[src/rtl/urb_pkg.sv]
`timescale 1ns / 1ps

package urb_pkg;

  localparam int DATA_W = 8;
  localparam int LIMIT_W = 16;
  localparam int LEVEL_W = 7;
  localparam int RX_DEPTH_DEF = 64;
  localparam int TX_DEPTH_DEF = 64;

  typedef enum logic [2:0] {
    OP_RX_BYTE    = 3'd0,
    OP_HOST_READ  = 3'd1,
    OP_HOST_WRITE = 3'd2,
    OP_TX_EMPTY   = 3'd3,
    OP_FLUSH_RX   = 3'd4,
    OP_FLUSH_TX   = 3'd5,
    OP_SET_ENABLE = 3'd6
  } op_t;

  typedef enum logic [1:0] {
    KIND_ACK  = 2'd0,
    KIND_HOST = 2'd1,
    KIND_LINE = 2'd2
  } kind_t;

  typedef enum logic [1:0] {
    S_IDLE,
    S_READ,
    S_TX
  } state_t;

endpackage

[src/rtl/uart_rx_tx_ring_buffers.sv]
`timescale 1ns / 1ps

// Buffered UART interface: a receive ring store and a transmit ring queue
// between a serial line and a host, both held in synchronous memories.
// Input channel (in_valid/in_ready) carries one event per request: received
// line byte, host read, host write, transmitter empty, flushes, enable.
// Output channel (out_valid/out_ready) returns the results; last marks the
// final result of each request.
// Timing: events that need no memory read, and an empty host read, answer
// in the cycle after the request. A transmitter-empty event with queued
// data reads the transmit memory, then answers from the S_TX state. A host
// read of n bytes enters S_READ, issues receive memory reads and then
// returns one byte per cycle while the receiver does not stall.
// Throughput: one request per cycle for most events while the output is
// not stalled, one request in flight at a time; a transmitter-empty event
// with queued data holds the input during S_TX, a read until its last byte.
// Reset clears pointers, levels, flags and out_valid; memory
// contents are left as they are and are only read after being written.
// On a receiver stall the output register holds its result and the block stops
// accepting requests and, with a read byte held, memory reads until it drains.

module uart_rx_tx_ring_buffers #(
  parameter int RX_DEPTH = urb_pkg::RX_DEPTH_DEF,
  parameter int TX_DEPTH = urb_pkg::TX_DEPTH_DEF
) (
  input  logic                          clk,
  input  logic                          rst,
  input  logic                          in_valid,
  output logic                          in_ready,
  input  logic [2:0]                    opcode,
  input  logic [urb_pkg::DATA_W-1:0]    data_in,
  input  logic [urb_pkg::LIMIT_W-1:0]   read_limit,
  input  logic                          enable_value,
  output logic                          out_valid,
  input  logic                          out_ready,
  output logic [1:0]                    kind,
  output logic [urb_pkg::DATA_W-1:0]    data_out,
  output logic                          last,
  output logic [urb_pkg::LEVEL_W-1:0]   delivered_count,
  output logic [urb_pkg::LEVEL_W-1:0]   rx_level,
  output logic [urb_pkg::LEVEL_W-1:0]   tx_level,
  output logic                          overflow_seen,
  output logic                          receive_on,
  output logic                          write_rejected
);

  localparam int RX_AW = $clog2(RX_DEPTH);
  localparam int TX_AW = $clog2(TX_DEPTH);
  localparam int LW = urb_pkg::LEVEL_W;
  localparam int DW = urb_pkg::DATA_W;

  urb_pkg::state_t state, state_next;

  logic [RX_AW-1:0] rx_wptr, rx_wptr_next, rx_rptr, rx_rptr_next;
  logic [TX_AW-1:0] tx_wptr, tx_wptr_next, tx_rptr, tx_rptr_next;
  logic [LW-1:0]    rx_fill, rx_fill_next, tx_fill, tx_fill_next;
  logic [LW-1:0]    rx_fill_inc;
  logic             ovf, ovf_next, rx_en, rx_en_next, busy, busy_next;
  logic [LW-1:0]    read_count, read_count_next;
  logic [LW-1:0]    issue_left, issue_left_next, deliver_left, deliver_left_next;
  logic [LW-1:0]    take_n;
  logic             q_valid, q_valid_next;

  logic             rx_we, rx_re, tx_we, tx_re;
  logic [DW-1:0]    rx_q, tx_q;

  logic             slot_free, load;
  urb_pkg::kind_t   load_kind;
  logic [DW-1:0]    load_data;
  logic             load_last, load_rej;
  logic [LW-1:0]    load_count;

  urb_ram #(.DEPTH(RX_DEPTH), .AW(RX_AW)) u_rx_ram (
    .clk   (clk),
    .we    (rx_we),
    .waddr (rx_wptr),
    .wdata (data_in),
    .re    (rx_re),
    .raddr (rx_rptr),
    .rdata (rx_q)
  );

  urb_ram #(.DEPTH(TX_DEPTH), .AW(TX_AW)) u_tx_ram (
    .clk   (clk),
    .we    (tx_we),
    .waddr (tx_wptr),
    .wdata (data_in),
    .re    (tx_re),
    .raddr (tx_rptr),
    .rdata (tx_q)
  );

  assign slot_free = !out_valid || out_ready;
  assign rx_fill_inc = rx_fill + LW'(1);
  assign take_n = (read_limit < LW'(0) + urb_pkg::LIMIT_W'(rx_fill)) ?
                  read_limit[LW-1:0] : rx_fill;

  always_comb begin
    state_next        = state;
    rx_wptr_next      = rx_wptr;
    rx_rptr_next      = rx_rptr;
    tx_wptr_next      = tx_wptr;
    tx_rptr_next      = tx_rptr;
    rx_fill_next      = rx_fill;
    tx_fill_next      = tx_fill;
    ovf_next          = ovf;
    rx_en_next        = rx_en;
    busy_next         = busy;
    read_count_next   = read_count;
    issue_left_next   = issue_left;
    deliver_left_next = deliver_left;
    rx_we             = 1'b0;
    rx_re             = 1'b0;
    tx_we             = 1'b0;
    tx_re             = 1'b0;
    in_ready          = 1'b0;
    load              = 1'b0;
    load_kind         = urb_pkg::KIND_ACK;
    load_data         = '0;
    load_last         = 1'b1;
    load_count        = '0;
    load_rej          = 1'b0;
    case (state)
      urb_pkg::S_IDLE: begin
        in_ready = slot_free;
        if (in_valid && slot_free) begin
          case (opcode)
            urb_pkg::OP_RX_BYTE: begin
              load = 1'b1;
              if (rx_en) begin
                rx_we = 1'b1;
                rx_wptr_next = (rx_wptr == RX_AW'(RX_DEPTH - 1)) ? '0 : rx_wptr + RX_AW'(1);
                if (rx_fill_inc >= LW'(RX_DEPTH)) begin
                  rx_fill_next = LW'(RX_DEPTH);
                  rx_en_next = 1'b0;
                  ovf_next = 1'b1;
                end else begin
                  rx_fill_next = rx_fill_inc;
                end
              end
            end
            urb_pkg::OP_HOST_READ: begin
              if (take_n == '0) begin
                load = 1'b1;
              end else begin
                rx_fill_next = rx_fill - take_n;
                read_count_next = take_n;
                issue_left_next = take_n;
                deliver_left_next = take_n;
                state_next = urb_pkg::S_READ;
              end
            end
            urb_pkg::OP_HOST_WRITE: begin
              load = 1'b1;
              if (tx_fill == '0 && !busy) begin
                busy_next = 1'b1;
                load_kind = urb_pkg::KIND_LINE;
                load_data = data_in;
              end else if (tx_fill >= LW'(TX_DEPTH)) begin
                load_rej = 1'b1;
              end else begin
                tx_we = 1'b1;
                tx_wptr_next = (tx_wptr == TX_AW'(TX_DEPTH - 1)) ? '0 : tx_wptr + TX_AW'(1);
                tx_fill_next = tx_fill + LW'(1);
              end
            end
            urb_pkg::OP_TX_EMPTY: begin
              if (tx_fill != '0) begin
                tx_re = 1'b1;
                tx_rptr_next = (tx_rptr == TX_AW'(TX_DEPTH - 1)) ? '0 : tx_rptr + TX_AW'(1);
                tx_fill_next = tx_fill - LW'(1);
                busy_next = 1'b1;
                state_next = urb_pkg::S_TX;
              end else begin
                busy_next = 1'b0;
                load = 1'b1;
              end
            end
            urb_pkg::OP_FLUSH_RX: begin
              load = 1'b1;
              rx_wptr_next = '0;
              rx_rptr_next = '0;
              rx_fill_next = '0;
              ovf_next = 1'b0;
            end
            urb_pkg::OP_FLUSH_TX: begin
              load = 1'b1;
              tx_wptr_next = '0;
              tx_rptr_next = '0;
              tx_fill_next = '0;
            end
            urb_pkg::OP_SET_ENABLE: begin
              load = 1'b1;
              rx_en_next = enable_value;
            end
            default: begin
              load = 1'b1;
            end
          endcase
        end
      end
      urb_pkg::S_READ: begin
        load = q_valid && slot_free;
        rx_re = (issue_left != '0) && (!q_valid || load);
        if (rx_re) begin
          rx_rptr_next = (rx_rptr == RX_AW'(RX_DEPTH - 1)) ? '0 : rx_rptr + RX_AW'(1);
          issue_left_next = issue_left - LW'(1);
        end
        if (load) begin
          load_kind = urb_pkg::KIND_HOST;
          load_data = rx_q;
          load_count = read_count;
          load_last = (deliver_left == LW'(1));
          deliver_left_next = deliver_left - LW'(1);
          if (deliver_left == LW'(1)) begin
            state_next = urb_pkg::S_IDLE;
          end
        end
      end
      urb_pkg::S_TX: begin
        load = slot_free;
        load_kind = urb_pkg::KIND_LINE;
        load_data = tx_q;
        if (slot_free) begin
          state_next = urb_pkg::S_IDLE;
        end
      end
      default: begin
        state_next = urb_pkg::S_IDLE;
      end
    endcase
    q_valid_next = rx_re || (q_valid && !load);
  end

  always_ff @(posedge clk) begin
    if (rst) begin
      state        <= urb_pkg::S_IDLE;
      rx_wptr      <= '0;
      rx_rptr      <= '0;
      tx_wptr      <= '0;
      tx_rptr      <= '0;
      rx_fill      <= '0;
      tx_fill      <= '0;
      ovf          <= 1'b0;
      rx_en        <= 1'b0;
      busy         <= 1'b0;
      read_count   <= '0;
      issue_left   <= '0;
      deliver_left <= '0;
      q_valid      <= 1'b0;
    end else begin
      state        <= state_next;
      rx_wptr      <= rx_wptr_next;
      rx_rptr      <= rx_rptr_next;
      tx_wptr      <= tx_wptr_next;
      tx_rptr      <= tx_rptr_next;
      rx_fill      <= rx_fill_next;
      tx_fill      <= tx_fill_next;
      ovf          <= ovf_next;
      rx_en        <= rx_en_next;
      busy         <= busy_next;
      read_count   <= read_count_next;
      issue_left   <= issue_left_next;
      deliver_left <= deliver_left_next;
      q_valid      <= q_valid_next;
    end
  end

  always_ff @(posedge clk) begin
    if (rst) begin
      out_valid <= 1'b0;
    end else if (load) begin
      out_valid <= 1'b1;
    end else if (out_ready) begin
      out_valid <= 1'b0;
    end
  end

  always_ff @(posedge clk) begin
    if (load) begin
      kind            <= load_kind;
      data_out        <= load_data;
      last            <= load_last;
      delivered_count <= load_count;
      rx_level        <= rx_fill_next;
      tx_level        <= tx_fill_next;
      overflow_seen   <= ovf_next;
      receive_on      <= rx_en_next;
      write_rejected  <= load_rej;
    end
  end

endmodule

[src/rtl/urb_ram.sv]
`timescale 1ns / 1ps

module urb_ram #(
  parameter int DEPTH = urb_pkg::RX_DEPTH_DEF,
  parameter int AW = $clog2(DEPTH)
) (
  input  logic                      clk,
  input  logic                      we,
  input  logic [AW-1:0]             waddr,
  input  logic [urb_pkg::DATA_W-1:0] wdata,
  input  logic                      re,
  input  logic [AW-1:0]             raddr,
  output logic [urb_pkg::DATA_W-1:0] rdata
);

  logic [urb_pkg::DATA_W-1:0] mem [DEPTH];

  always_ff @(posedge clk) begin
    if (we) begin
      mem[waddr] <= wdata;
    end
  end

  always_ff @(posedge clk) begin
    if (re) begin
      rdata <= mem[raddr];
    end
  end

endmodule

[config.mk]
export PLATFORM = sky130hd
export DESIGN_NAME = uart_rx_tx_ring_buffers
export DESIGN_NICKNAME = d
export VERILOG_FILES = /design/src/rtl/urb_pkg.sv /design/src/rtl/uart_rx_tx_ring_buffers.sv /design/src/rtl/urb_ram.sv
export SDC_FILE = /design/constraint.sdc
export NUM_CORES = 1
export LEC_CHECK = 0
export ABC_CLOCK_PERIOD_IN_PS = 8050
export BUFFER_PORTS_ARGS = -buffer_cell sky130_fd_sc_hd__buf_2
export CAP_MARGIN = 20
export CORE_MARGIN = 3
export CORE_UTILIZATION = 36
export DETAILED_ROUTE_END_ITERATION = 10
export PLACE_DENSITY_LB_ADDON = 0.08
export RECOVER_POWER = 50
export SYNTH_ARGS = -nofsm -noshare
export SYNTH_HDL_FRONTEND = slang
export SYNTH_SLANG_ARGS = --single-unit
[constraint.sdc]
create_clock -name clk -period 8.05 [get_ports clk]
set_input_delay 1.61 -clock clk [delete_from_list [all_inputs] [get_ports clk]]
set_output_delay 1.61 -clock clk [all_outputs]
set_load 0.02 [all_outputs]
==> impl_metrics.csv <==
group,metric,value,unit
outcome,status,"complete, but fails checks",
outcome,violations,"max-capacitance violations, max-slew violations",
cells_and_area,nNetsFinal,2504,
worst_setup_path,worst-path-max-fanout,79,
placement,hpwlAfterDp,72.2,mm
synth,synth_edf_count,1075,
cts,cts.repair.resized,0,
sta,hold_violations,0,
cts,worstSkewPairLatency,0.73,ns
placement,port_buffers,68,
grt,grtUsageTotal,0.178,
placement,gp_congestion,0.802,
cts,cts_buffers,121,
synth,yosysUniqueCellTypes,77,
placement,place_ws,2.25,ns
synth,netlist_instances,2362,
grt,first_global_vias,23473,
grt,grt_pass1_wl,170,mm
cts,htreeDepth,3,
sta,rsz0062_at_grt,"false",
floorplan,coreArea,126000,µm²
power_and_ir_drop,p_clk_frac,0.455,
sta,setup_ws,2.89,ns
routing,avgViaCountPerCell,5.38,
worst_setup_path,path_delay_family,"buffers and inverters",
routing,vias,22603,
synth,synth_seq_cells,1141,
routing,wl,117,mm
floorplan,die_x,363,µm
sta,setup_viol,0,
cts,clockBufferDepth,3,
sta,setup_tns,0,ns
worst_setup_path,slowest_stage,"clkbuf_1",
worst_setup_path,critPathRequiredTime,8.65,ns
synth,ys_seq_area_frac,0.733,
floorplan,dieArea,132000,µm²
worst_setup_path,critPathMaxStageDelay,2.82,ns
job,maxCapViolCount,8,
sta,fmax,0.194,GHz
power_and_ir_drop,power.switching,2.49,mW
worst_setup_path,worstRegToRegCells,16,
cts,hold_buffers,0,
grt,antenna_found_initial,2,
worst_setup_path,crit_type,"primary input to register",
routing,drtIter0Drc,1995,
worst_hold_path,hold_class,"register to register",
cts,clockRootBuffer,"clkbuf_16",
power_and_ir_drop,power_frac_comb,0.019,
worst_setup_path,crit_end,"data_out[2]",
synth,ys_top_cells_by_count,"edfxtp_1, mux4_2, nor2_1",
floorplan,chipHeight,363,µm
worst_setup_path,critical_path_buf_inv_count,3,
cts,clock-sinks,1141,
sta,maxSlewHeadroom,-1.77,
power_and_ir_drop,swShare,0.202,
synth,async_flop_share,0,
worst_setup_path,cp-start-kind,"primary input",
power_and_ir_drop,p_per_area,238,nW/µm²
cells_and_area,drive_above_1_share,0.233,
synth,post-synth-top-count-cell,"edfxtp_1",
sta,worst_pin_slew,4.15,ns
synth,syn-cell-area,45900,µm²
routing,ant_nets,0,
floorplan,start_util,0.364,
synth,synth.area.top_cells,"edfxtp_1, mux4_2, dfxtp_1, nor2_1, nand2_1",
worst_setup_path,worst-r2r-setup-slack,3.28,ns
worst_setup_path,reg2reg_from,"rx_fill[2]",
floorplan,num_rows,130,
worst_setup_path,cp.depth,4,
synth,yosysWarningCount,0,
power_and_ir_drop,seqPwrFrac,0.526,
worst_setup_path,crit_start,"data_in[2]",
cells_and_area,fill_cells,11110,
synth,yosysTopAreaCell,"edfxtp_1",
worst_setup_path,r2r_end,"rx_level[6]",
floorplan,ioPinCount,69,
power_and_ir_drop,intPower,9.87,mW
sta,finalCriticalPeriod,5.16,ns
synth,avgSynthCellArea,19.4,µm²
sta,fin_crit_sh,0.641,
grt,overflow,0,
routing,drc,0,
worst_setup_path,endpoint_kind,"register",
grt,grt_max_degree,93,
routing,wire_per_inst,27.8,µm
synth,syn-num-nets,2420,
worst_setup_path,crit_arrival,5.76,ns
worst_setup_path,path_cells,"clkbuf_1 -> buf_4 -> a222oi_1 -> inv_1",
sta,fin_skew,0.0338,ns
cells_and_area,area_growth,13.1,%
synth,ys.flop_type,"edfxtp_1",
routing,drtPass1Iterations,5,
synth,synth.top_cell.area_share,0.704,
cts,cts_setup_buffers,0,
power_and_ir_drop,p_leak,15.4,nW
cts,clk_pin_slew_worst_paths,0.06,ns
power_and_ir_drop,ir_worst_vdd,0.000208,V
cts,cts_tree,"done",
sta,final_max_slew_viol_count,476,
-- power groups by stage --
stage                     clock network [mW]  registers (mW)  logic (mW)
after CTS                               5.78            6.50       0.242
after global routing                    6.02            6.51       0.254
after detailed placement                   0            6.63       0.242
after global placement                     0            6.63       0.236
final                                   5.62            6.51       0.232
after floorplan                            0            6.64      0.0785
-- final cells by class --
| cell class | instances | area [µm²] | area share |
|---|---|---|---|
| sequential | 1141 | 33600 | 0.648 |
| antenna | 4 | 10.0 | 0.000193 |
| clock buffer | 154 | 3250 | 0.0627 |
| tap | 1650 | 2060 | 0.0398 |
| clock inverter | 71 | 757 | 0.0146 |
| timing repair buffer | 99 | 536 | 0.0103 |
| multi-input combinational | 1055 | 11500 | 0.222 |
| inverter | 28 | 105 | 0.00203 |
-- worst min-delay path: stages, from the launching register on --
cell and delay, ns:
dfxtp_1 0.33, nand2_1 0.06, a21oi_1 0.05
-- through the flow --
step           utilization  total power [mW]  hold WS (ns)  area, µm²  std cells
2_1_floorplan            -              6.71         0.450      45900       2362
3_3_place_gp         0.380              6.86         0.466      47900       3971
3_5_place_dp         0.380              6.87         0.479      47900       3971
4_1_cts              0.412              12.5         0.488      51900       4196
5_1_grt              0.412              12.8         0.527      51900       4198
6_report             0.412              12.4         0.493      51900       4202
-- state kept, by name, indices dropped and copies added (netlist names), 8 cells and up --
signal / flops
u_rx_ram.mem: 512
u_tx_ram.mem: 512
data_out: 8
u_rx_ram.rdata: 8
u_tx_ram.rdata: 8
-- logic make-up (layout without fill, tap and decap cells) --
logic type,count (synthesis),count (layout),synth area share
adder cells (fa/ha/maj),26,26,0.00726
other,0,4,0
AND/OR/NAND/NOR,459,459,0.0478
AO/OA/AOI/OAI,198,198,0.0281
multiplexers,360,360,0.166
flip-flops,1141,1141,0.733
buffers and inverters,166,352,0.0158
XOR/XNOR,12,12,0.00229
-- cells in the final DEF, fill, tap and decap left out, types with 15 or more instances in the layout --
| cell | instances |
|---|---|
| edfxtp_1 | 1075 |
| mux4_2 | 320 |
| nor2_1 | 191 |
| clkbuf_16 | 123 |
| nand2_1 | 85 |
| clkbuf_1 | 75 |
| dfxtp_1 | 59 |
| a21oi_1 | 53 |
| o21ai_0 | 41 |
| nor3_1 | 31 |
| inv_1 | 28 |
| clkinv_2 | 28 |
| nand3_1 | 27 |
| buf_4 | 26 |
| ha_1 | 25 |
| nor2b_1 | 23 |
| mux2i_1 | 23 |
| clkinv_1 | 21 |
| buf_2 | 21 |
| o21ai_1 | 18 |
| mux2_2 | 17 |
| bufinv_16 | 15 |
-- routing by layer --
metal  track usage  up-vias  part of all wire  wire length (µm)
met4        0.0578        0             0.033              3850
met3        0.0315      177             0.046              5380
met1         0.246    11999              0.44             51400
met5             0        -                 0                 0
li1              -     9853                 -                 -
met2         0.289      574              0.48             56100
-- worst min-delay path by stage --
stage / slack (ns) / cells past startpoint / from / endpoint
CTS: 0.49 / 2 / issue_left[5] / issue_left[5]
global route: 0.53 / 2 / deliver_left[1] / deliver_left[1]
detailed placement: 0.48 / 2 / issue_left[5] / issue_left[5]
finish: 0.49 / 2 / deliver_left[1] / deliver_left[1]
floorplan: 0.45 / 2 / deliver_left[5] / deliver_left[5]
global placement: 0.47 / 2 / deliver_left[5] / deliver_left[5]
Power figures use the tool's default switching activity.
